`src/mvs_pkg.sv`:
```
`timescale 1ns / 1ps
// ---------------------------------------------------------------------------
// mvs_pkg
// Types and constants of the MessagePack value serializer.
// ---------------------------------------------------------------------------
package mvs_pkg;

    localparam int OPCODE_W   = 4;
    localparam int INT_W      = 64;
    localparam int RAW_W      = 64;
    localparam int LEN_W      = 32;
    localparam int BYTE_W     = 8;
    localparam int CFG_IDX_W  = 3;
    localparam int CFG_DATA_W = 8;
    localparam int DCNT_W     = 4;
    localparam int TCNT_W     = 2;

    typedef enum logic [OPCODE_W-1:0] {
        OP_START   = 4'd0,
        OP_INT     = 4'd1,
        OP_BOOL    = 4'd2,
        OP_F32     = 4'd3,
        OP_F64     = 4'd4,
        OP_STR_HDR = 4'd5,
        OP_BIN_HDR = 4'd6,
        OP_PAYLOAD = 4'd7,
        OP_OBJ_BEG = 4'd8,
        OP_OBJ_END = 4'd9,
        OP_EL_BEG  = 4'd10,
        OP_EL_END  = 4'd11
    } opcode_t;

    localparam logic [CFG_IDX_W-1:0] REG_FRAME_HEADER = 3'd0;
    localparam logic [CFG_IDX_W-1:0] REG_FORMAT_VER   = 3'd1;
    localparam logic [CFG_IDX_W-1:0] REG_OBJ_BEGIN    = 3'd2;
    localparam logic [CFG_IDX_W-1:0] REG_OBJ_END      = 3'd3;
    localparam logic [CFG_IDX_W-1:0] REG_ELEM_BEGIN   = 3'd4;
    localparam logic [CFG_IDX_W-1:0] REG_ELEM_END     = 3'd5;

    localparam logic [BYTE_W-1:0] MP_UINT8   = 8'hcc;
    localparam logic [BYTE_W-1:0] MP_UINT16  = 8'hcd;
    localparam logic [BYTE_W-1:0] MP_UINT32  = 8'hce;
    localparam logic [BYTE_W-1:0] MP_UINT64  = 8'hcf;
    localparam logic [BYTE_W-1:0] MP_INT8    = 8'hd0;
    localparam logic [BYTE_W-1:0] MP_INT16   = 8'hd1;
    localparam logic [BYTE_W-1:0] MP_INT32   = 8'hd2;
    localparam logic [BYTE_W-1:0] MP_INT64   = 8'hd3;
    localparam logic [BYTE_W-1:0] MP_FLOAT32 = 8'hca;
    localparam logic [BYTE_W-1:0] MP_FLOAT64 = 8'hcb;
    localparam logic [BYTE_W-1:0] MP_TRUE    = 8'hc3;
    localparam logic [BYTE_W-1:0] MP_FALSE   = 8'hc2;
    localparam logic [2:0]        MP_FIXSTR  = 3'b101;
    localparam logic [BYTE_W-1:0] MP_STR8    = 8'hd9;
    localparam logic [BYTE_W-1:0] MP_STR16   = 8'hda;
    localparam logic [BYTE_W-1:0] MP_STR32   = 8'hdb;
    localparam logic [BYTE_W-1:0] MP_BIN8    = 8'hc4;
    localparam logic [BYTE_W-1:0] MP_BIN16   = 8'hc5;
    localparam logic [BYTE_W-1:0] MP_BIN32   = 8'hc6;
    localparam logic [BYTE_W-1:0] MP_FIXEXT1 = 8'hd4;
    localparam logic [BYTE_W-1:0] MP_FIXEXT2 = 8'hd5;
    localparam logic [BYTE_W-1:0] MP_OPTIONS = 8'h00;

    localparam logic [3:0]        RST_FRAME_HEADER = 4'd0;
    localparam logic [3:0]        RST_FORMAT_VER   = 4'd0;
    localparam logic [BYTE_W-1:0] RST_OBJ_BEGIN    = 8'd0;
    localparam logic [BYTE_W-1:0] RST_OBJ_END      = 8'd1;
    localparam logic [BYTE_W-1:0] RST_ELEM_BEGIN   = 8'd2;
    localparam logic [BYTE_W-1:0] RST_ELEM_END     = 8'd3;

    typedef enum logic [1:0] {
        ST_IDLE = 2'd0,
        ST_HEAD = 2'd1,
        ST_DATA = 2'd2,
        ST_TAIL = 2'd3
    } state_t;

    // one item split into header byte, big-endian data bytes and trailer bytes
    typedef struct packed {
        logic              valid;
        logic [BYTE_W-1:0] head;
        logic [DCNT_W-1:0] dcnt;
        logic [INT_W-1:0]  word;
        logic [TCNT_W-1:0] tcnt;
        logic [15:0]       tail;
    } enc_t;

    typedef struct packed {
        logic [BYTE_W-1:0] head;
        logic [DCNT_W-1:0] dcnt;
    } int_form_t;

endpackage

```
`src/mvs_in_if.sv`:
```
`timescale 1ns / 1ps
// ---------------------------------------------------------------------------
// mvs_in_if
// Input channel: one typed value per word.
// ---------------------------------------------------------------------------
interface mvs_in_if;

    logic                                valid;
    logic                                ready;
    logic [mvs_pkg::OPCODE_W-1:0]        opcode;
    logic signed [mvs_pkg::INT_W-1:0]    int_value;
    logic [mvs_pkg::RAW_W-1:0]           raw_bits;
    logic                                flag;
    logic [mvs_pkg::LEN_W-1:0]           length;
    logic [mvs_pkg::BYTE_W-1:0]          payload;

    modport source (output valid, opcode, int_value, raw_bits, flag, length, payload,
                    input ready);
    modport sink   (input valid, opcode, int_value, raw_bits, flag, length, payload,
                    output ready);

endinterface

```
`src/mvs_out_if.sv`:
```
`timescale 1ns / 1ps
// ---------------------------------------------------------------------------
// mvs_out_if
// Output channel: one encoded byte per word with a last mark.
// ---------------------------------------------------------------------------
interface mvs_out_if;

    logic                        valid;
    logic                        ready;
    logic [mvs_pkg::BYTE_W-1:0]  out_byte;
    logic                        last;

    modport source (output valid, out_byte, last, input ready);
    modport sink   (input valid, out_byte, last, output ready);

endinterface

```
`src/msgpack_value_serializer_top.sv`:
```
`timescale 1ns / 1ps
// An accepted item's first byte goes from the head register to the output register once the output is free.
// The input is ready only while idle, so a new item is taken only after the previous item's last byte is
// in the output register; the byte shift register emits one byte per cycle while the output is not stalled.
// Unused opcodes are accepted and dropped without leaving the idle state.
// Reset: idle, output empty, config registers at their defaults.
// ---------------------------------------------------------------------------
// msgpack_value_serializer_top
// Serializes typed values into MessagePack bytes, one byte per output word.
// ---------------------------------------------------------------------------
module msgpack_value_serializer_top (
    input  logic                                clk,
    input  logic                                rst_n,
    input  logic                                cfg_we,
    input  logic [mvs_pkg::CFG_IDX_W-1:0]       cfg_addr,
    input  logic [mvs_pkg::CFG_DATA_W-1:0]      cfg_wdata,
    mvs_in_if.sink                              in_ch,
    mvs_out_if.source                           out_ch
);

    logic [3:0]                        frame_header_reg;
    logic [3:0]                        format_version_reg;
    logic [mvs_pkg::BYTE_W-1:0]        obj_begin_reg;
    logic [mvs_pkg::BYTE_W-1:0]        obj_end_reg;
    logic [mvs_pkg::BYTE_W-1:0]        elem_begin_reg;
    logic [mvs_pkg::BYTE_W-1:0]        elem_end_reg;

    mvs_pkg::state_t                   state_reg, state_next;
    logic [mvs_pkg::BYTE_W-1:0]        head_reg;
    logic [mvs_pkg::INT_W-1:0]         data_reg;
    logic [mvs_pkg::DCNT_W-1:0]        dcnt_reg;
    logic [15:0]                       tail_reg;
    logic [mvs_pkg::TCNT_W-1:0]        tcnt_reg;
    logic [mvs_pkg::BYTE_W-1:0]        obyte_reg;
    logic                              olast_reg;
    logic                              ovalid_reg;

    mvs_pkg::enc_t                     enc;
    mvs_pkg::int_form_t                ifrm;
    logic                              accept;
    logic                              step;
    logic [mvs_pkg::BYTE_W-1:0]        cur_byte;
    logic                              cur_last;

    function automatic mvs_pkg::int_form_t int_form(input logic [mvs_pkg::INT_W-1:0] u);
        mvs_pkg::int_form_t r;
        r.head = u[7:0];
        r.dcnt = 4'd0;
        if (!u[63]) begin
            priority if (u[63:7] == '0) begin
                r.head = u[7:0];
                r.dcnt = 4'd0;
            end else if (u[63:8] == '0) begin
                r.head = mvs_pkg::MP_UINT8;
                r.dcnt = 4'd1;
            end else if (u[63:16] == '0) begin
                r.head = mvs_pkg::MP_UINT16;
                r.dcnt = 4'd2;
            end else if (u[63:32] == '0) begin
                r.head = mvs_pkg::MP_UINT32;
                r.dcnt = 4'd4;
            end else begin
                r.head = mvs_pkg::MP_UINT64;
                r.dcnt = 4'd8;
            end
        end else begin
            priority if (&u[63:5]) begin
                r.head = u[7:0];
                r.dcnt = 4'd0;
            end else if (&u[63:7]) begin
                r.head = mvs_pkg::MP_INT8;
                r.dcnt = 4'd1;
            end else if (&u[63:15]) begin
                r.head = mvs_pkg::MP_INT16;
                r.dcnt = 4'd2;
            end else if (&u[63:31]) begin
                r.head = mvs_pkg::MP_INT32;
                r.dcnt = 4'd4;
            end else begin
                r.head = mvs_pkg::MP_INT64;
                r.dcnt = 4'd8;
            end
        end
        return r;
    endfunction

    // left-align the low n bytes so the first one sits in the top byte
    function automatic logic [mvs_pkg::INT_W-1:0] align_be(
        input logic [mvs_pkg::INT_W-1:0]  w,
        input logic [mvs_pkg::DCNT_W-1:0] n
    );
        logic [mvs_pkg::INT_W-1:0] r;
        unique case (n)
            4'd1:    r = {w[7:0], 56'd0};
            4'd2:    r = {w[15:0], 48'd0};
            4'd4:    r = {w[31:0], 32'd0};
            default: r = w;
        endcase
        return r;
    endfunction

    assign accept = in_ch.valid && in_ch.ready;
    assign step   = (state_reg != mvs_pkg::ST_IDLE) && (!ovalid_reg || out_ch.ready);

    assign ifrm = int_form(in_ch.int_value);

    always_comb
    begin
        enc       = '0;
        enc.valid = 1'b1;
        enc.word  = in_ch.int_value;
        unique case (in_ch.opcode)
            mvs_pkg::OP_START:
            begin
                enc.head = {frame_header_reg, format_version_reg};
                enc.tcnt = 2'd1;
                enc.tail = {mvs_pkg::MP_OPTIONS, 8'd0};
            end
            mvs_pkg::OP_INT:
            begin
                enc.head = ifrm.head;
                enc.dcnt = ifrm.dcnt;
            end
            mvs_pkg::OP_BOOL:
            begin
                enc.head = in_ch.flag ? mvs_pkg::MP_TRUE : mvs_pkg::MP_FALSE;
            end
            mvs_pkg::OP_F32:
            begin
                enc.head = mvs_pkg::MP_FLOAT32;
                enc.dcnt = 4'd4;
                enc.word = in_ch.raw_bits;
            end
            mvs_pkg::OP_F64:
            begin
                enc.head = mvs_pkg::MP_FLOAT64;
                enc.dcnt = 4'd8;
                enc.word = in_ch.raw_bits;
            end
            mvs_pkg::OP_STR_HDR:
            begin
                enc.word = {32'd0, in_ch.length};
                priority if (in_ch.length[31:5] == '0) begin
                    enc.head = {mvs_pkg::MP_FIXSTR, in_ch.length[4:0]};
                end else if (in_ch.length[31:8] == '0) begin
                    enc.head = mvs_pkg::MP_STR8;
                    enc.dcnt = 4'd1;
                end else if (in_ch.length[31:16] == '0) begin
                    enc.head = mvs_pkg::MP_STR16;
                    enc.dcnt = 4'd2;
                end else begin
                    enc.head = mvs_pkg::MP_STR32;
                    enc.dcnt = 4'd4;
                end
            end
            mvs_pkg::OP_BIN_HDR:
            begin
                enc.word = {32'd0, in_ch.length};
                priority if (in_ch.length[31:8] == '0) begin
                    enc.head = mvs_pkg::MP_BIN8;
                    enc.dcnt = 4'd1;
                end else if (in_ch.length[31:16] == '0) begin
                    enc.head = mvs_pkg::MP_BIN16;
                    enc.dcnt = 4'd2;
                end else begin
                    enc.head = mvs_pkg::MP_BIN32;
                    enc.dcnt = 4'd4;
                end
            end
            mvs_pkg::OP_PAYLOAD:
            begin
                enc.head = in_ch.payload;
            end
            mvs_pkg::OP_OBJ_BEG:
            begin
                enc.head = ifrm.head;
                enc.dcnt = ifrm.dcnt;
                enc.tcnt = 2'd2;
                enc.tail = {mvs_pkg::MP_FIXEXT1, obj_begin_reg};
            end
            mvs_pkg::OP_OBJ_END:
            begin
                enc.head = ifrm.head;
                enc.dcnt = ifrm.dcnt;
                enc.tcnt = 2'd2;
                enc.tail = {mvs_pkg::MP_FIXEXT1, obj_end_reg};
            end
            mvs_pkg::OP_EL_BEG:
            begin
                enc.head = mvs_pkg::MP_FIXEXT2;
                enc.tcnt = 2'd1;
                enc.tail = {elem_begin_reg, 8'd0};
            end
            mvs_pkg::OP_EL_END:
            begin
                enc.head = mvs_pkg::MP_FIXEXT2;
                enc.tcnt = 2'd1;
                enc.tail = {elem_end_reg, 8'd0};
            end
            default:
            begin
                enc.valid = 1'b0;
            end
        endcase
    end

    // next state
    always_comb
    begin
        state_next = state_reg;
        unique case (state_reg)
            mvs_pkg::ST_IDLE:
            begin
                if (accept && enc.valid)
                    state_next = mvs_pkg::ST_HEAD;
            end
            mvs_pkg::ST_HEAD:
            begin
                if (step) begin
                    priority if (dcnt_reg != '0)
                        state_next = mvs_pkg::ST_DATA;
                    else if (tcnt_reg != '0)
                        state_next = mvs_pkg::ST_TAIL;
                    else
                        state_next = mvs_pkg::ST_IDLE;
                end
            end
            mvs_pkg::ST_DATA:
            begin
                if (step && dcnt_reg == 4'd1)
                    state_next = (tcnt_reg != '0) ? mvs_pkg::ST_TAIL : mvs_pkg::ST_IDLE;
            end
            mvs_pkg::ST_TAIL:
            begin
                if (step && tcnt_reg == 2'd1)
                    state_next = mvs_pkg::ST_IDLE;
            end
            default:
            begin
                state_next = mvs_pkg::ST_IDLE;
            end
        endcase
    end

    // outputs
    always_comb
    begin
        in_ch.ready = 1'b0;
        cur_byte    = head_reg;
        cur_last    = 1'b0;
        unique case (state_reg)
            mvs_pkg::ST_IDLE:
            begin
                in_ch.ready = 1'b1;
            end
            mvs_pkg::ST_HEAD:
            begin
                cur_byte = head_reg;
                cur_last = (dcnt_reg == '0) && (tcnt_reg == '0);
            end
            mvs_pkg::ST_DATA:
            begin
                cur_byte = data_reg[63:56];
                cur_last = (dcnt_reg == 4'd1) && (tcnt_reg == '0);
            end
            mvs_pkg::ST_TAIL:
            begin
                cur_byte = tail_reg[15:8];
                cur_last = (tcnt_reg == 2'd1);
            end
            default:
            begin
                in_ch.ready = 1'b0;
            end
        endcase
    end

    assign out_ch.valid    = ovalid_reg;
    assign out_ch.out_byte = obyte_reg;
    assign out_ch.last     = olast_reg;

    always_ff @(posedge clk or negedge rst_n)
    begin
        if (!rst_n) begin
            frame_header_reg   <= mvs_pkg::RST_FRAME_HEADER;
            format_version_reg <= mvs_pkg::RST_FORMAT_VER;
            obj_begin_reg      <= mvs_pkg::RST_OBJ_BEGIN;
            obj_end_reg        <= mvs_pkg::RST_OBJ_END;
            elem_begin_reg     <= mvs_pkg::RST_ELEM_BEGIN;
            elem_end_reg       <= mvs_pkg::RST_ELEM_END;
        end else if (cfg_we) begin
            unique case (cfg_addr)
                mvs_pkg::REG_FRAME_HEADER: frame_header_reg   <= cfg_wdata[3:0];
                mvs_pkg::REG_FORMAT_VER:   format_version_reg <= cfg_wdata[3:0];
                mvs_pkg::REG_OBJ_BEGIN:    obj_begin_reg      <= cfg_wdata;
                mvs_pkg::REG_OBJ_END:      obj_end_reg        <= cfg_wdata;
                mvs_pkg::REG_ELEM_BEGIN:   elem_begin_reg     <= cfg_wdata;
                mvs_pkg::REG_ELEM_END:     elem_end_reg       <= cfg_wdata;
                default:                   ;
            endcase
        end
    end

    always_ff @(posedge clk or negedge rst_n)
    begin
        if (!rst_n) begin
            state_reg  <= mvs_pkg::ST_IDLE;
            dcnt_reg   <= '0;
            tcnt_reg   <= '0;
            ovalid_reg <= 1'b0;
        end else begin
            state_reg <= state_next;
            if (accept) begin
                dcnt_reg <= enc.dcnt;
                tcnt_reg <= enc.tcnt;
            end else if (step) begin
                if (state_reg == mvs_pkg::ST_DATA)
                    dcnt_reg <= dcnt_reg - 4'd1;
                if (state_reg == mvs_pkg::ST_TAIL)
                    tcnt_reg <= tcnt_reg - 2'd1;
            end
            if (step)
                ovalid_reg <= 1'b1;
            else if (out_ch.ready)
                ovalid_reg <= 1'b0;
        end
    end

    always_ff @(posedge clk)
    begin
        if (accept) begin
            head_reg <= enc.head;
            data_reg <= align_be(enc.word, enc.dcnt);
            tail_reg <= enc.tail;
        end else if (step) begin
            if (state_reg == mvs_pkg::ST_DATA)
                data_reg <= {data_reg[55:0], 8'd0};
            if (state_reg == mvs_pkg::ST_TAIL)
                tail_reg <= {tail_reg[7:0], 8'd0};
        end
        if (step) begin
            obyte_reg <= cur_byte;
            olast_reg <= cur_last;
        end
    end

endmodule

```
`src/flat_wrapper.sv`:
```
// flat-port wrapper written by rule: the top's interface ports become plain ports
module msgpack_value_serializer_top_flat 
  (clk, rst_n, cfg_we, cfg_addr, cfg_wdata, in_ch_valid, in_ch_opcode, in_ch_int_value, in_ch_raw_bits, in_ch_flag, in_ch_length, in_ch_payload, in_ch_ready, out_ch_valid, out_ch_out_byte, out_ch_last, out_ch_ready);
  mvs_in_if in_ch_i ();
  mvs_out_if out_ch_i ();
  input  logic clk;
  input  logic rst_n;
  input  logic cfg_we;
  input  logic [mvs_pkg::CFG_IDX_W-1:0] cfg_addr;
  input  logic [mvs_pkg::CFG_DATA_W-1:0] cfg_wdata;
  input wire logic [$bits(in_ch_i.valid)-1:0] in_ch_valid;
  input wire logic [$bits(in_ch_i.opcode)-1:0] in_ch_opcode;
  input wire logic [$bits(in_ch_i.int_value)-1:0] in_ch_int_value;
  input wire logic [$bits(in_ch_i.raw_bits)-1:0] in_ch_raw_bits;
  input wire logic [$bits(in_ch_i.flag)-1:0] in_ch_flag;
  input wire logic [$bits(in_ch_i.length)-1:0] in_ch_length;
  input wire logic [$bits(in_ch_i.payload)-1:0] in_ch_payload;
  output wire logic [$bits(in_ch_i.ready)-1:0] in_ch_ready;
  output wire logic [$bits(out_ch_i.valid)-1:0] out_ch_valid;
  output wire logic [$bits(out_ch_i.out_byte)-1:0] out_ch_out_byte;
  output wire logic [$bits(out_ch_i.last)-1:0] out_ch_last;
  input wire logic [$bits(out_ch_i.ready)-1:0] out_ch_ready;
  assign in_ch_i.valid = in_ch_valid;
  assign in_ch_i.opcode = in_ch_opcode;
  assign in_ch_i.int_value = in_ch_int_value;
  assign in_ch_i.raw_bits = in_ch_raw_bits;
  assign in_ch_i.flag = in_ch_flag;
  assign in_ch_i.length = in_ch_length;
  assign in_ch_i.payload = in_ch_payload;
  assign in_ch_ready = in_ch_i.ready;
  assign out_ch_valid = out_ch_i.valid;
  assign out_ch_out_byte = out_ch_i.out_byte;
  assign out_ch_last = out_ch_i.last;
  assign out_ch_i.ready = out_ch_ready;
  msgpack_value_serializer_top u_core (.clk(clk), .rst_n(rst_n), .cfg_we(cfg_we), .cfg_addr(cfg_addr), .cfg_wdata(cfg_wdata), .in_ch(in_ch_i), .out_ch(out_ch_i));
endmodule
```
`config.mk`:
```
export PLATFORM = sky130hd
export DESIGN_NAME = msgpack_value_serializer_top_flat
export DESIGN_NICKNAME = d
export VERILOG_FILES = /design/src/mvs_pkg.sv /design/src/mvs_in_if.sv /design/src/mvs_out_if.sv /design/src/msgpack_value_serializer_top.sv /design/src/flat_wrapper.sv
export SDC_FILE = /design/constraint.sdc
export NUM_CORES = 1
export LEC_CHECK = 0
export ABC_CLOCK_PERIOD_IN_PS = 10000
export BUFFER_PORTS_ARGS = -buffer_cell sky130_fd_sc_hd__buf_4
export CAP_MARGIN = 20
export CORE_UTILIZATION = 40
export CTS_BUF_LIST = sky130_fd_sc_hd__clkbuf_4 sky130_fd_sc_hd__clkbuf_8
export DETAILED_ROUTE_END_ITERATION = 8
export MAX_ROUTING_LAYER = met4
export PLACE_DENSITY = 0.63
export SETUP_SLACK_MARGIN = 0.15
export SLEW_MARGIN = 10
export SYNTH_ARGS = -nofsm -noshare
export SYNTH_HDL_FRONTEND = slang
export SYNTH_SLANG_ARGS = --single-unit
export TNS_END_PERCENT = 10
```
`constraint.sdc`:
```
create_clock -name clk -period 10 [get_ports clk]
set_clock_uncertainty 0.1 [all_clocks]
set_input_delay 1 -clock clk [delete_from_list [all_inputs] [get_ports clk]]
set_output_delay 1 -clock clk [all_outputs]
set_load 0.02 [all_outputs]
```
### Yosys cells after proc, flatten, opt, wreduce, memory -nomap -nowiden

Index checks and enable logic that the tools add are counted.

| word-level totals | value |
|---|---|
| bits in registers | 146 |
| logic and storage cells | 137 |
| input port bits | 189 |

| operators by class | value |
|---|---|
| reductions and logical operators | 46 |
| mux-type cells | 46 |
| add/subtract/negate cells | 2 |
| equal/unequal tests | 28 |

Operators with widths:

| kind | number |
|---|---|
| 64-bit 2-to-1 mux | 3 |
| 64-bit case mux with 3 select lines | 1 |
| 64-bit case mux with 2 select lines | 1 |
| 18-bit case mux with 5 select lines | 1 |
| 12-bit 2-to-1 mux | 7 |
| 8-bit case mux with 9 select lines | 1 |
| 59-bit AND reduction | 1 |
| 57-bit logical NOT | 1 |
| 57-bit AND reduction | 1 |
| 56-bit logical NOT | 1 |
| 49-bit AND reduction | 1 |
| 48-bit logical NOT | 1 |
| 16-bit 2-to-1 mux | 3 |
| 33-bit AND reduction | 1 |
| 32-bit logical NOT | 1 |
| 27-bit logical NOT | 1 |
| 24-bit logical NOT | 1 |
| 4-bit by 3-bit equality test with 1-bit output (second input constant) | 5 |
| 4-bit case mux with 5 select lines | 1 |
| 2-bit 2-to-1 mux | 9 |
| 6-bit 2-to-1 mux | 3 |
| 4-bit equality test (second input constant) | 4 |
| 16-bit logical NOT | 1 |
| 4-bit 2-to-1 mux | 4 |
| other kinds (29) | 68 |

### Depth between registers and ports, before layout

Gate-level depths: netlist of run 1.

| logic depth | value |
|---|---|
| depth after elaboration | 10 |
| mapped depth | 10 |
| depth with buffers taken out | 8 |

### Least setup slack after synthesis of run 1

Ideal clock, no wire load.

| path | value |
|---|---|
| path kind | input to register |
| start point | input out_ch_ready |
| end point | register u_core.data_reg[0] (netlist bit) (enable) |
| arrival time | 3433 ps |
| path buffers | 0 |
| data required time | 9476 ps |
| cell stages on the path | 4 |
| path slack | 6044 ps |
| path through | inv_1 a21oi_1 nand2_1 nand2_1 |

| on the way | value |
|---|---|
| word-level cells in the longest chain between the ends | 4 |

RTL lines:

| item | RTL line | RTL |
|---|---|---|
| from (decl) | flat_wrapper.sv:22 | `input wire logic [$bits(out_ch_i.ready)-1:0] out_ch_ready;` |
| 1-bit logical OR | msgpack_value_serializer_top.sv:103 | `assign step = (state_reg != mvs_pkg::ST_IDLE) && (!ovalid_reg \|\| out_ch.ready);` |
| 1-bit logical AND | msgpack_value_serializer_top.sv:103 |  |
| named net u_core.step | msgpack_value_serializer_top.sv:41 | `logic step;` |
| 2-bit nonzero test (no source line) | n/a |  |
| 2-bit AND reduction (no source line) | n/a |  |
| to (signal assigned) | msgpack_value_serializer_top.sv:333 | `data_reg <= align_be(enc.word, enc.dcnt);` |
| to (signal assigned) | msgpack_value_serializer_top.sv:337 | `data_reg <= {data_reg[55:0], 8'd0};` |
| to (decl) | msgpack_value_serializer_top.sv:30 | `logic [mvs_pkg::INT_W-1:0] data_reg;` |

The timed path passes the listed nets, and every way through them passes these cells.
A chain may end at the register's enable or synchronous reset.

### Final worst setup path of run 1

| path | value |
|---|---|
| start point | input in_ch_length[27] |
| end point | register u_core.data_reg[61] (netlist bit), data pin |

| on the way | value |
|---|---|
| word-level cells in the longest chain between the ends | 8 |
| elaborated cells on any way between the ends | 14 |
| those cells by class | 3 x eq/ne; 8 x mux; 3 x reduce/logical |

RTL lines:

| item | RTL line | RTL |
|---|---|---|
| from (decl) | flat_wrapper.sv:16 | `input wire logic [$bits(in_ch_i.length)-1:0] in_ch_length;` |
| 16-bit logical NOT | msgpack_value_serializer_top.sv:148, msgpack_value_serializer_top.sv:162 |  |
| 5-bit 2-to-1 mux | msgpack_value_serializer_top.sv:148 | `end else if (in_ch.length[31:16] == '0) begin` |
| 6-bit 2-to-1 mux | msgpack_value_serializer_top.sv:145 | `end else if (in_ch.length[31:8] == '0) begin` |
| 4-bit 2-to-1 mux | msgpack_value_serializer_top.sv:143 | `priority if (in_ch.length[31:5] == '0) begin` |
| 4-bit case mux with 5 select lines (*) | msgpack_value_serializer_top.sv:112 | `unique case (in_ch.opcode)` |
| 4-bit by 3-bit equality test with 1-bit output (tied with other cells) | msgpack_value_serializer_top.sv:93 | `unique case (n)` |
| 64-bit case mux with 3 select lines (*) | msgpack_value_serializer_top.sv:93 |  |
| 64-bit 2-to-1 mux (*) | msgpack_value_serializer_top.sv:331 | `if (accept) begin` |

Mark *: on every way between the ends. The rest lies on a longest branch, timed or not.

==> qor.tcl, run 1 <==
set qor(initial_drt_pass_iterations) 8
set qor(cts_setup_buffers) 0
set qor(mappedNetlistArea_sq_um) 8238
set qor(clk-insertion-delay-late_ps) 450
set qor(die_area_sq_um) 21170
set qor(cellPowerDensity_nw_per_um2) 215.1
set qor(area_growth_pct) 25.81
set qor(grt_antenna_before_repair) 0
set qor(globalRouteMet2Util) 0.4113
set qor(synth.ff_latch_count) 146
set qor(holdWs_ps) 410.8
set qor(first_iter_violations) 909
set qor(dp_hpwl_microns) 21560
set qor(postCtsHoldBufs) 0
set qor(netlist_instances) 762
set qor(cap_viol_max_count) 0
set qor(io_pins) 200
set qor(die_height_microns) 145.5
set qor(gr_usage_total) 0.2833
set qor(grt_util_met3) 0.07649
set qor(fillCellCount) 1886
set qor(first_pass_grt_wire_length_microns) 43770
set qor(hp-class) {register to register}
set qor(drcViolationCount) 0
set qor(worst-endpoint-arrival_ps) 4440
set qor(effective_utilization_at_floorplan) 0.4071
set qor(net_count_of_the_mapped_netlist) 959
set qor(setup-tns-final_ps) 0
set qor(max_slew.worst_pin.slew_ps) 1178
set qor(gr-max-usage-layer) {met2}
set qor(worstSetupPathType) {input port to register}
set qor(gr-usage-met1) 0.3781
set qor(critical_path_peak_fanout) 33
set qor(timing.slew.headroom) 0.2145
set qor(sinks_on_clock_net) 146
set qor(gp_congestion) 0.9664
set qor(largest_register_ffs) 64
set qor(cts_resized) 0
set qor(layout.nets) 1134
set qor(final_common_cell) {sky130_fd_sc_hd__buf_4}
set qor(finalHoldViolations) 0
set qor(worst_setup_path_start_kind) {input port}
set qor(number_of_global_route_vias_before_repair) 7372
set qor(power_mw) 2.230
set qor(crit_required_ps) 10100
set qor(cp-end-kind) {register}
set qor(cts-root-buf) {sky130_fd_sc_hd__clkbuf_8}
set qor(synth-main-ff-cell) {sky130_fd_sc_hd__edfxtp_1}
set qor(io_buffers) 199
set qor(finalMaxSlewViolations) 0
set qor(period_minus_slack_ps) 4341
set qor(avgViaCountPerCell) 6.243
set qor(overflow) 0
set qor(totalWireLength_microns) 28830
set qor(synth.yosys.seq_area_share) 0.5030
set qor(yosys_warnings) 0
set qor(synth-edff-count) 97
set qor(cts-buffers-inserted) 17
set qor(post_synth.cell_area_avg_sq_um) 10.81
set qor(ir_drop_uv) 92.97
set qor(period_share) 0.4341
set qor(wl_per_cell_microns) 23.63
set qor(clk_pin_slew_ps) 80
set qor(max_freq_mhz) 230.3
set qor(power.static_leakage_nw) 4.058
set qor(async_reset_ff_frac) 0.3356
set qor(detailroute.via_count) 7616
set qor(clock_tree.htree_level_count) 4
set qor(final_cell_mix) {210 x sky130_fd_sc_hd__buf_4, 97 x sky130_fd_sc_hd__edfxtp_1, 67 x sky130_fd_sc_hd__nor2_1}
set qor(dieWidth_microns) 145.5
set qor(grt_start_max_net_pins) 71
set qor(run_status) {finished clean}
set qor(finalCoreUtilization) 0.5122
set qor(cts_max_path_buffers) 2
set qor(rsz0062_at_grt) {false}
set qor(floorplan.rows) 52
set qor(core-area_sq_um) 20230
set qor(antennaDiodeCount) 0
set qor(detail-route-antenna-nets) 0
set qor(tritoncts_clock_tree) {built}
set qor(final_layout_size_suffix_gt1_frac) 0.3221
set qor(final-setup-viol-count) 0
set qor(synth.distinct_cells) 59
## cells by family (layout without fill, tap and decap cells)
group | Yosys count | after routing | share of synthesized area
compound gates | 245 | 245 | 0.2318
xor+xnor | 5 | 5 | 0.005316
fa+ha+maj | 8 | 8 | 0.01215
buf+inv | 68 | 256 | 0.03539
flops | 146 | 146 | 0.5030
mux | 59 | 59 | 0.07807
simple gates | 231 | 231 | 0.1343
## synth_stat cells (all sizes together) (22+ instances only)
cell type	number	area share
mux2	42	0.057
nor4	24	0.018
a222oi	32	0.039
a21oi	26	0.016
nand2	69	0.031
a22oi	44	0.041
dfrtp	45	0.14
buf	22	0.014
clkbuf	32	0.015
nor2	69	0.032
o221ai	35	0.038
o31ai	25	0.023
edfxtp	97	0.35
## per-layer routing
| metal | vias to the layer above | routed length, microns |
|---|---|---|
| li1 | 3445 | - |
| met2 | 428 | 12910 |
| met3 | 53 | 2810 |
| met5 | - | 0 |
| met1 | 3690 | 12190 |
| met4 | 0 | 912 |
## power breakdown
| group | total (mW) | leakage, nW | internal, mW | switching [mW] |
|---|---|---|---|---|
| Sequential | 1.01 | 1.50 | 0.931 | 0.0801 |
| Clock | 0.484 | 0.204 | 0.249 | 0.236 |
| Combinational | 0.734 | 2.35 | 0.296 | 0.438 |
## worst paths after layout
path / cells after the start / start / endpoint / slack (ps)
max in group asynchronous: 1 / rst_n / u_core.format_version_reg[2] / 8900
setup reg to reg: 8 / u_core.state_reg[1] / u_core.data_reg[58] / 6610
min in group asynchronous: 1 / rst_n / u_core.obj_end_reg[5] / 460
hold / removal: 1 / u_core.elem_begin_reg[2] / u_core.elem_begin_reg[2] / 410
hold reg to reg: 1 / u_core.elem_begin_reg[2] / u_core.elem_begin_reg[2] / 410
setup / recovery: 8 / in_ch_length[27] / u_core.data_reg[61] / 5660
## through the flow
| step | std cells | setup slack, ps | area [sq um] |
|---|---|---|---|
| 2_1_floorplan | 762 | 6044 | 8238 |
| 3_3_place_gp | 1188 | 5372 | 9946 |
| 3_5_place_dp | 1188 | 5353 | 9946 |
| 4_1_cts | 1220 | 5836 | 10360 |
| 5_1_grt | 1220 | 5688 | 10360 |
| 6_report | 1220 | 5659 | 10360 |
## cell type report
type	count	area (sq um)	area share
clock buffer	17	234.0	0.02258
clock inverter	15	183.9	0.01775
inverter	14	52.55	0.005071
multi-input combinational	548	3835	0.3700
sequential	146	4144	0.3999
tap	270	337.8	0.03260
timing repair buffer	210	1577	0.1521
## worst max-delay path, stage by stage
cell and delay, ps:
sky130_fd_sc_hd__buf_4 120, sky130_fd_sc_hd__nor4_1 830, sky130_fd_sc_hd__nand4_1 520, sky130_fd_sc_hd__o211a_1 270
sky130_fd_sc_hd__a31oi_1 340, sky130_fd_sc_hd__o21a_2 690, sky130_fd_sc_hd__o221ai_1 250, sky130_fd_sc_hd__o32a_1 390
No activity file was read; power rests on OpenSTA's default activity.
==> inputs of run 2 (changes only) <==
--- a/config.mk
+++ b/config.mk
@@ -5,14 +5,15 @@
 export SDC_FILE = /design/constraint.sdc
 export NUM_CORES = 1
 export LEC_CHECK = 0
-export ABC_CLOCK_PERIOD_IN_PS = 10000
+export ABC_AREA = 1
+export ABC_CLOCK_PERIOD_IN_PS = 4000
 export BUFFER_PORTS_ARGS = -buffer_cell sky130_fd_sc_hd__buf_4
 export CAP_MARGIN = 20
 export CORE_UTILIZATION = 40
 export CTS_BUF_LIST = sky130_fd_sc_hd__clkbuf_4 sky130_fd_sc_hd__clkbuf_8
 export DETAILED_ROUTE_END_ITERATION = 8
 export MAX_ROUTING_LAYER = met4
-export PLACE_DENSITY = 0.63
+export PLACE_DENSITY = 0.61
 export SETUP_SLACK_MARGIN = 0.15
 export SLEW_MARGIN = 10
 export SYNTH_ARGS = -nofsm -noshare
==> constraint.sdc (replaced) <==
create_clock -name clk -period 4 [get_ports clk]
set_clock_uncertainty 0.1 [all_clocks]
set_input_delay 0.4 -clock clk [delete_from_list [all_inputs] [get_ports clk]]
set_output_delay 0.4 -clock clk [all_outputs]
set_load 0.02 [all_outputs]
==> qor.tcl, run 2 <==
set qor(run_status) {finished clean} ;# unchanged
set qor(die_height_microns) 158.8 ;# was 145.5 microns
set qor(rsz0062_at_grt) {false} ;# unchanged
set qor(netlist_instances) 1317 ;# was 762
set qor(final_common_cell) {sky130_fd_sc_hd__nand2_1} ;# was sky130_fd_sc_hd__buf_4
set qor(fin_cells) 1829 ;# was 1,220
set qor(sinks_on_clock_net) 146 ;# unchanged
set qor(cap_viol_max_count) 0 ;# unchanged
set qor(area_growth_pct) 21.34 ;# was 25.81%
set qor(die_area_sq_um) 25230 ;# was 21,170 sq um
set qor(critical_path_peak_fanout) 40 ;# was 33
set qor(number_of_cells_in_the_design_after_placement) 1794 ;# was 1,188
set qor(p_switching_mw) 2.380 ;# was 0.7541 mW
set qor(wl_per_cell_microns) 19.19 ;# was 23.63 microns
set qor(first_iter_violations) 1039 ;# was 909
set qor(intPower_mw) 3.688 ;# was 1.475 mW
set qor(timing.slew.headroom) 0.4829 ;# was 0.2145
set qor(clk_pin_slew_ps) 90 ;# was 80 ps
set qor(synth-main-ff-cell) {sky130_fd_sc_hd__edfxtp_1} ;# unchanged
set qor(io_buffers) 199 ;# unchanged
set qor(detailroute.via_count) 9863 ;# was 7,616
set qor(final_cell_mix) {403 x sky130_fd_sc_hd__nand2_1, 208 x sky130_fd_sc_hd__buf_4, 165 x sky130_fd_sc_hd__nor2_1} ;# was 210 x sky130_fd_sc_hd__buf_4, 97 x sky130_fd_sc_hd__edfxtp_1, 67 x sky130_fd_sc_hd__nor2_1
set qor(synth.ff_latch_count) 146 ;# unchanged
set qor(period_share) 0.7089
set qor(final_layout_size_suffix_gt1_frac) 0.2355 ;# was 0.3221
set qor(max_stage_delay_ps) 490 ;# was 830 ps
set qor(clock_tree.htree_level_count) 4 ;# unchanged
set qor(worst_setup_path_start_kind) {input port} ;# unchanged
set qor(yosys_warnings) 0 ;# unchanged
set qor(async_reset_ff_frac) 0.3356 ;# unchanged
set qor(power_mw) 6.068 ;# was 2.230 mW
set qor(ff_latch_area_sq_um) 4144 ;# unchanged
set qor(post_synth.cell_area_avg_sq_um) 7.471 ;# was 10.81 sq um
set qor(adder_and_majority_gate_portion_of_the_synthesized_area) 0.01017 ;# was 0.01215
set qor(cp-end-kind) {register} ;# unchanged
set qor(finalMaxSlewViolations) 0 ;# unchanged
set qor(comb_power_share) 0.376 ;# was 0.329
set qor(layout.nets) 1687 ;# was 1,134
set qor(grt_antenna_before_repair) 2 ;# was 0
set qor(clk-insertion-delay-late_ps) 470 ;# was 450 ps
set qor(cellPowerDensity_nw_per_um2) 508.2 ;# was 215.1 nW/um^2
set qor(dp_hpwl_microns) 26910 ;# was 21,560 microns
set qor(synth_xor_xnor_area_share) 0 ;# was 0.005316
set qor(critical_path.top_delay_family) {simple AND/OR/NAND/NOR gates} ;# was compound AO/OA/AOI/OAI gates
set qor(fillCellCount) 2497 ;# was 1,886
set qor(ir_drop_uv) 213.2 ;# was 92.97 uV
set qor(floorplan.rows) 57 ;# was 52
set qor(power.static_leakage_nw) 5.242 ;# was 4.058 nW
set qor(overflow) 0 ;# unchanged
set qor(max_slew.worst_pin.slew_ps) 772.7 ;# was 1178 ps
set qor(period_minus_slack_ps) 2836
set qor(worst_path_most_repeated_cell) {sky130_fd_sc_hd__nand2_1}
set qor(cts-buffers-inserted) 17 ;# unchanged
set qor(synth.area.mux_share) 0 ;# was 0.07807
set qor(synth.yosys.seq_area_share) 0.4212 ;# was 0.5030
set qor(initial_drt_pass_iterations) 5 ;# was 8
set qor(multi_input_area_sq_um) 4878 ;# was 3835 sq um
set qor(totalWireLength_microns) 35100 ;# was 28,830 microns
set qor(power_switching_share) 0.3922 ;# was 0.3382
set qor(first_pass_grt_wire_length_microns) 53760 ;# was 43,770 microns
set qor(cts-root-buf) {sky130_fd_sc_hd__clkbuf_8} ;# unchanged
set qor(crit_slowest_cell) {sky130_fd_sc_hd__nand2_4} ;# was sky130_fd_sc_hd__nor4_1
set qor(seq_power_share) 0.419 ;# was 0.454
set qor(avgViaCountPerCell) 5.393 ;# was 6.243
set qor(largest_register_ffs) 64 ;# unchanged
set qor(mappedNetlistArea_sq_um) 9839 ;# was 8238 sq um
set qor(hp-class) {input port to register} ;# was register to register
set qor(synth_area_leader_cell) {sky130_fd_sc_hd__edfxtp_1} ;# unchanged
set qor(core-area_sq_um) 24250 ;# was 20,230 sq um
set qor(number_of_global_route_vias_before_repair) 9246 ;# was 7,372
set qor(effective_utilization_at_floorplan) 0.4058 ;# was 0.4071
set qor(synth_top_cells_by_area) {sky130_fd_sc_hd__edfxtp_1 30%, sky130_fd_sc_hd__nand2_1 15%, sky130_fd_sc_hd__dfrtp_1 11%} ;# was sky130_fd_sc_hd__edfxtp_1 35%, sky130_fd_sc_hd__dfrtp_1 14%, sky130_fd_sc_hd__mux2_2 5.7%
set qor(critPathBufInv) 2 ;# was 1
set qor(max_freq_mhz) 352.7
set qor(combinational_family_with_the_most_area_after_synthesis) {simple AND/OR/NAND/NOR gates} ;# was compound AO/OA/AOI/OAI gates
set qor(synth-edff-count) 97 ;# unchanged
set qor(setup-tns-final_ps) 0 ;# unchanged
set qor(grt_start_max_net_pins) 61 ;# was 71
set qor(net_count_of_the_mapped_netlist) 1514 ;# was 959
set qor(detail-route-antenna-nets) 0 ;# unchanged
set qor(post_synthesis_compound_gate_area_fraction) 0.1593 ;# was 0.2318
set qor(final-setup-viol-count) 0 ;# unchanged
set qor(power_frac_clock) 0.205 ;# was 0.217
set qor(most_common_cell_in_the_netlist) {sky130_fd_sc_hd__nand2_1} ;# was sky130_fd_sc_hd__edfxtp_1
set qor(cts_max_path_buffers) 2 ;# unchanged
set qor(crit_required_ps) 4200 ;# was 10,100 ps
set qor(gr_usage_total) 0.2873 ;# was 0.2833
set qor(gp_congestion) 0.9647 ;# was 0.9664
set qor(synth_commonest_cells) {404 x sky130_fd_sc_hd__nand2_1, 165 x sky130_fd_sc_hd__nor2_1, 109 x sky130_fd_sc_hd__inv_1, 102 x sky130_fd_sc_hd__nand3_1, 97 x sky130_fd_sc_hd__edfxtp_1} ;# was 97 x sky130_fd_sc_hd__edfxtp_1, 69 x sky130_fd_sc_hd__nand2_1, 68 x sky130_fd_sc_hd__nor2_1, 45 x sky130_fd_sc_hd__dfrtp_1, 43 x sky130_fd_sc_hd__a22oi_1
set qor(dieWidth_microns) 158.8 ;# was 145.5 microns
set qor(io_pins) 200 ;# unchanged
set qor(drcViolationCount) 0 ;# unchanged
set qor(synth.distinct_cells) 45 ;# was 59
set qor(tritoncts_clock_tree) {built} ;# unchanged
set qor(finalHoldViolations) 0 ;# unchanged
set qor(worstSetupPathType) {input port to register} ;# unchanged
set qor(yosys.area.top_type_share) 0.2960 ;# was 0.3536
set qor(timing.critical_path.cells) {buf_4, inv_1, nand2_1, nor3_1, nand2_1, nor2_2, nand2_1, nand2_1, nor2_1, nand2_2, nand2_4, nor2_8, nand2_4, o21ai_2} ;# was buf_4, nor4_1, nand4_1, o211a_1, a31oi_1, o21a_2, o221ai_1, o32a_1
set qor(synth_simple_gate_area_share) 0.3260 ;# was 0.1343
set qor(worst-endpoint-arrival_ps) 3030 ;# was 4440 ps
-- run 2: cell count changes in the layout (fill, tap and decap cells not counted), sizes merged, moves of 23 or more --
cell / change
a222oi: -32
a22o: +24
inv: +119
mux2: -42
nand2: +344
nand3: +94
nor2: +118
nor4: -23
o21ai: +115
o221ai: -34
o31ai: -24
-- run 2: worst reg2reg max path, stage by stage (launching register included) --
cell,delay [ps]
sky130_fd_sc_hd__dfrtp_1,390
sky130_fd_sc_hd__inv_1,90
sky130_fd_sc_hd__ha_1,300
sky130_fd_sc_hd__nand2_2,110
sky130_fd_sc_hd__buf_4,520
sky130_fd_sc_hd__buf_4,500
sky130_fd_sc_hd__o21ai_0,240
sky130_fd_sc_hd__o21ai_0,170
sky130_fd_sc_hd__o21ai_0,130
-- run 2: worst paths after layout --
path                       depth (start not counted)  slack, ps                  startpoint                            to
setup / recovery                                  14       1160         in_ch_int_value[44]           u_core.data_reg[43]
hold / removal                                     4        100                out_ch_ready           u_core.out_ch.valid
setup reg to reg                                   8       1330         u_core.state_reg[0]            u_core.dcnt_reg[1]
hold reg to reg                                    2        390  u_core.frame_header_reg[0]    u_core.frame_header_reg[0]
max in group asynchronous                          2       2930                       rst_n  u_core.format_version_reg[2]
min in group asynchronous                          2        400                       rst_n           u_core.state_reg[1]
-- run 2: area by class of cell --
| class | instances | area share |
|---|---|---|
| antenna | 2 | 0.0004192 |
| clock buffer | 17 | 0.01960 |
| clock inverter | 15 | 0.01530 |
| inverter | 126 | 0.04003 |
| multi-input combinational | 988 | 0.4086 |
| sequential | 146 | 0.3471 |
| tap | 324 | 0.03396 |
| timing repair buffer | 211 | 0.1350 |
-- run 2: repair_timing --
item	4_1_cts	5_1_grt
hold endpoints to repair	45	0
setup buffers	0	0
hold buffers	1	0
resized for setup	0	0
-- run 2: power groups by stage --
stage          sequential, mW  combinational (mW)  clock [mW]
2_1_floorplan            2.59                1.41           0
3_3_place_gp             2.56                2.24           0
3_5_place_dp             2.57                2.27           0
4_1_cts                  2.54                2.28        1.26
5_1_grt                  2.60                2.51        1.31
6_report                 2.54                2.28        1.24
-- run 2: layer usage --
layer  part of all wire  wire, microns  up-vias  global-route usage
met5                  0              0        -                   -
met4              0.012            428        0             0.05384
met3              0.074           2609       30             0.04911
met2               0.45          15930      430              0.4366
met1               0.46          16140     4680              0.4031
li1                   -              -     4723                   -
-- run 2: kinds of logic (layout without fill, tap and decap cells) --
group / count (synthesis) / count (layout)
other: 0 / 2
buffers and inverters: 183 / 369
DFF: 146 / 146
adders and majority gates: 8 / 8
and+or+nand+nor: 742 / 742
AOI/OAI and AO/OA: 238 / 238
-- run 2: per-stage QoR --
stage,cell area [sq um],setup slack (ps),hold WS (ps),util
final,11940,1164,104.0,0.4924
after global placement,11510,883.7,367.1,0.4746
after detailed placement,11510,819.8,374.2,0.4746
after global routing,11940,1037,123.4,0.4924
after CTS,11930,1295,94.67,0.4922
after floorplan,9839,722.2,4.409,-
==> inputs of run 3 (changes only) <==
--- a/config.mk
+++ b/config.mk
@@ -6,7 +6,7 @@
 export NUM_CORES = 1
 export LEC_CHECK = 0
 export ABC_AREA = 1
-export ABC_CLOCK_PERIOD_IN_PS = 4000
+export ABC_CLOCK_PERIOD_IN_PS = 2900
 export BUFFER_PORTS_ARGS = -buffer_cell sky130_fd_sc_hd__buf_4
 export CAP_MARGIN = 20
 export CORE_UTILIZATION = 40
==> constraint.sdc (replaced) <==
create_clock -name clk -period 2.9 [get_ports clk]
set_clock_uncertainty 0.1 [all_clocks]
set_input_delay 0.29 -clock clk [delete_from_list [all_inputs] [get_ports clk]]
set_output_delay 0.29 -clock clk [all_outputs]
set_load 0.02 [all_outputs]
==> qor.tcl, run 3 (synthesis gave the netlist of run 2 again) <==
set qor(first_iter_violations) 1085 ;# was 1,039
set qor(finalMaxSlewViolations) 0 ;# unchanged
set qor(postCtsHoldBufs) 3 ;# was 1
set qor(rsz0062_at_grt) {false} ;# unchanged
set qor(setup-tns-final_ps) 0 ;# unchanged
set qor(drcViolationCount) 0 ;# unchanged
set qor(critical_path_peak_fanout) 20 ;# was 40
set qor(hp-class) {input port to register} ;# unchanged
set qor(largest_register_ffs) 64 ;# unchanged
set qor(io_buffers) 199 ;# unchanged
set qor(cts-buffers-inserted) 17 ;# unchanged
set qor(r2r_end) {u_core.data_reg[36]} ;# was u_core.dcnt_reg[1]
set qor(gr_usage_total) 0.2892 ;# was 0.2873
set qor(place_ws_ps) 134.1 ;# was 819.8 ps
set qor(die_height_microns) 158.8 ;# unchanged
set qor(ff2ff_setup_slack_ps) 590 ;# was 1330 ps
set qor(path_depth) 13 ;# was 14
set qor(rr_worst_depth) 8 ;# unchanged
set qor(core-area_sq_um) 24250 ;# unchanged
set qor(crit_required_ps) 3080 ;# was 4200 ps
set qor(dieWidth_microns) 158.8 ;# unchanged
set qor(number_of_global_route_vias_before_repair) 9254 ;# was 9,246
set qor(area_growth_pct) 23.96 ;# was 21.34%
set qor(effective_utilization_at_floorplan) 0.4058 ;# unchanged
set qor(gp_congestion) 0.9712 ;# was 0.9647
set qor(max_slew.worst_pin.slew_ps) 683.7 ;# was 772.7 ps
set qor(period_share) 0.8134
set qor(overflow) 0 ;# unchanged
set qor(number_of_cells_in_the_design_after_placement) 1817 ;# was 1,794
set qor(worst_path_most_repeated_cell) {sky130_fd_sc_hd__nand3_1} ;# was sky130_fd_sc_hd__nand2_1
set qor(run_status) {finished clean} ;# unchanged
set qor(sinks_on_clock_net) 146 ;# unchanged
set qor(timing.final.ws_setup_ps) 541.1 ;# was 1164 ps
set qor(max_freq_mhz) 423.9
set qor(dp_hpwl_microns) 27660 ;# was 26,910 microns
set qor(ir_drop_uv) 397.9 ;# was 213.2 uV
set qor(cts-root-buf) {sky130_fd_sc_hd__clkbuf_8} ;# unchanged
set qor(cts_resized) 0 ;# unchanged
set qor(io_pins) 200 ;# unchanged
set qor(die_area_sq_um) 25230 ;# unchanged
set qor(worst_setup_path_endpoint) {u_core.data_reg[49]} ;# was u_core.data_reg[43]
set qor(clk_pin_slew_ps) 120 ;# was 90 ps
set qor(max_stage_delay_ps) 260 ;# was 490 ps
set qor(timing.critical_path.cells) {buf_4, nor2_1, nand3_1, nor2_1, nand3_1, nand2_2, nand2_1, a21oi_2, nand2_4, nor2_8, buf_12, nand3_1, a21oi_1} ;# was buf_4, inv_1, nand2_1, nor3_1, nand2_1, nor2_2, nand2_1, nand2_1, nor2_1, nand2_2, nand2_4, nor2_8, nand2_4, o21ai_2
set qor(crit_slowest_cell) {sky130_fd_sc_hd__nor2_8} ;# was sky130_fd_sc_hd__nand2_4
set qor(cts_setup_buffers) 0 ;# unchanged
set qor(clk-insertion-delay-late_ps) 470 ;# about the same
set qor(clock_tree.htree_level_count) 4 ;# unchanged
set qor(totalWireLength_microns) 35410 ;# was 35,100 microns
set qor(worst-endpoint-arrival_ps) 2540 ;# was 3030 ps
set qor(crit_path_start) {in_ch_length[11]} ;# was in_ch_int_value[44]
set qor(cap_viol_max_count) 0 ;# unchanged
set qor(worst_r2r_startpoint) {u_core.state_reg[1]} ;# was u_core.state_reg[0]
set qor(first_pass_grt_wire_length_microns) 53680 ;# was 53,760 microns
set qor(worst_setup_path_start_kind) {input port} ;# unchanged
set qor(tritoncts_clock_tree) {built} ;# unchanged
set qor(cp-end-kind) {register} ;# unchanged
set qor(floorplan.rows) 57 ;# unchanged
set qor(final_layout_size_suffix_gt1_frac) 0.2474 ;# was 0.2355
set qor(cellPowerDensity_nw_per_um2) 687.8 ;# was 508.2 nW/um^2
set qor(initial_drt_pass_iterations) 5 ;# unchanged
set qor(fin_cells) 1853 ;# was 1,829
set qor(critical_path.top_delay_family) {simple AND/OR/NAND/NOR gates} ;# unchanged
set qor(power.static_leakage_nw) 5.375 ;# was 5.242 nW
set qor(timing.slew.headroom) 0.5442 ;# was 0.4829
set qor(grt_start_max_net_pins) 92 ;# was 61
set qor(fillCellCount) 2479 ;# was 2,497
set qor(avgViaCountPerCell) 5.326 ;# was 5.393
set qor(detailroute.via_count) 9870 ;# was 9,863
set qor(critPathBufInv) 2 ;# unchanged
set qor(finalHoldViolations) 0 ;# unchanged
set qor(final_cell_mix) {403 x sky130_fd_sc_hd__nand2_1, 226 x sky130_fd_sc_hd__buf_4, 165 x sky130_fd_sc_hd__nor2_1} ;# was 403 x sky130_fd_sc_hd__nand2_1, 208 x sky130_fd_sc_hd__buf_4, 165 x sky130_fd_sc_hd__nor2_1
set qor(cts_max_path_buffers) 2 ;# unchanged
set qor(grt_antenna_before_repair) 1 ;# was 2
set qor(wl_per_cell_microns) 19.11 ;# was 19.19 microns
set qor(detail-route-antenna-nets) 0 ;# unchanged
set qor(final_common_cell) {sky130_fd_sc_hd__nand2_1} ;# unchanged
set qor(layout.nets) 1712 ;# was 1,687
set qor(worstSetupPathType) {input port to register} ;# unchanged
set qor(period_minus_slack_ps) 2359
set qor(final-setup-viol-count) 0 ;# unchanged
## run 3: changes by cell type in the layout (fill, tap and decap cells not counted), moves of 2 or more
cell | previous run | this run
sky130_fd_sc_hd__dlygate4sd3_1 | 1 | 3
sky130_fd_sc_hd__clkinv_8 | 3 | 6
sky130_fd_sc_hd__buf_12 | 2 | 7
sky130_fd_sc_hd__buf_4 | 208 | 226
sky130_fd_sc_hd__inv_8 | 5 | 3
## run 3: area by class of cell
class                      count  area, sq um  share of cell area
timing repair buffer         236         1867              0.1531
multi-input combinational    988         4881              0.4002
clock inverter                15        181.4             0.01487
inverter                     126        481.7             0.03950
sequential                   146         4144              0.3398
tap                          324        405.4             0.03324
clock buffer                  17        234.0             0.01918
antenna                        1        2.502           0.0002052
## run 3: worst min-delay path by stage
stage                  from                 endpoint  slack (ps)  cells past startpoint
3_5_place_dp          rst_n      u_core.out_ch.valid         290                      1
5_1_grt        cfg_wdata[7]  u_core.obj_begin_reg[7]          50                      3
4_1_cts        cfg_wdata[4]  u_core.obj_begin_reg[4]          20                      3
2_1_floorplan         rst_n       u_core.dcnt_reg[0]        -110                      0
3_3_place_gp          rst_n      u_core.out_ch.valid         270                      1
6_report       cfg_wdata[4]  u_core.obj_begin_reg[4]          40                      3
## run 3: worst register-to-register path, delay by kind of cell, from the launching register on
kind | cells | cell delay, ps
AOI/OAI and AO/OA | 1 | 150
buffers and inverters | 4 | 1010
adders and majority gates | 1 | 270
and+or+nand+nor | 2 | 220
DFF | 1 | 410
## run 3: per-stage QoR
stage / instance area (sq um) / utilization / hold slack (ps) / total power [mW]
after CTS: 12190 / 0.5029 / 18.25 / 8.411
after global routing: 12200 / 0.5030 / 50.67 / 8.879
after floorplan: 9846 / - / -105.6 / 5.520
final: 12200 / 0.5030 / 36.32 / 8.388
after detailed placement: 11750 / 0.4845 / 286.5 / 6.746
after global placement: 11750 / 0.4845 / 269.8 / 6.696
## run 3: routing by layer
| metal | vias up | part of all wire | wire length, microns | GRT usage |
|---|---|---|---|---|
| met5 | - | 0 | 0 | - |
| met4 | 0 | 0.014 | 483 | 0.06487 |
| met3 | 47 | 0.078 | 2750 | 0.04467 |
| met2 | 416 | 0.45 | 15920 | 0.4326 |
| met1 | 4625 | 0.46 | 16260 | 0.4105 |
| li1 | 4782 | - | - | - |
## run 3: power breakdown
part | internal (mW) | leakage (nW) | switching [mW] | total (mW)
clock network | 0.662 | 0.208 | 0.989 | 1.65
logic | 1.16 | 3.63 | 2.07 | 3.24
registers | 3.25 | 1.53 | 0.251 | 3.50
total | 5.07 | 5.37 | 3.31 | 8.39
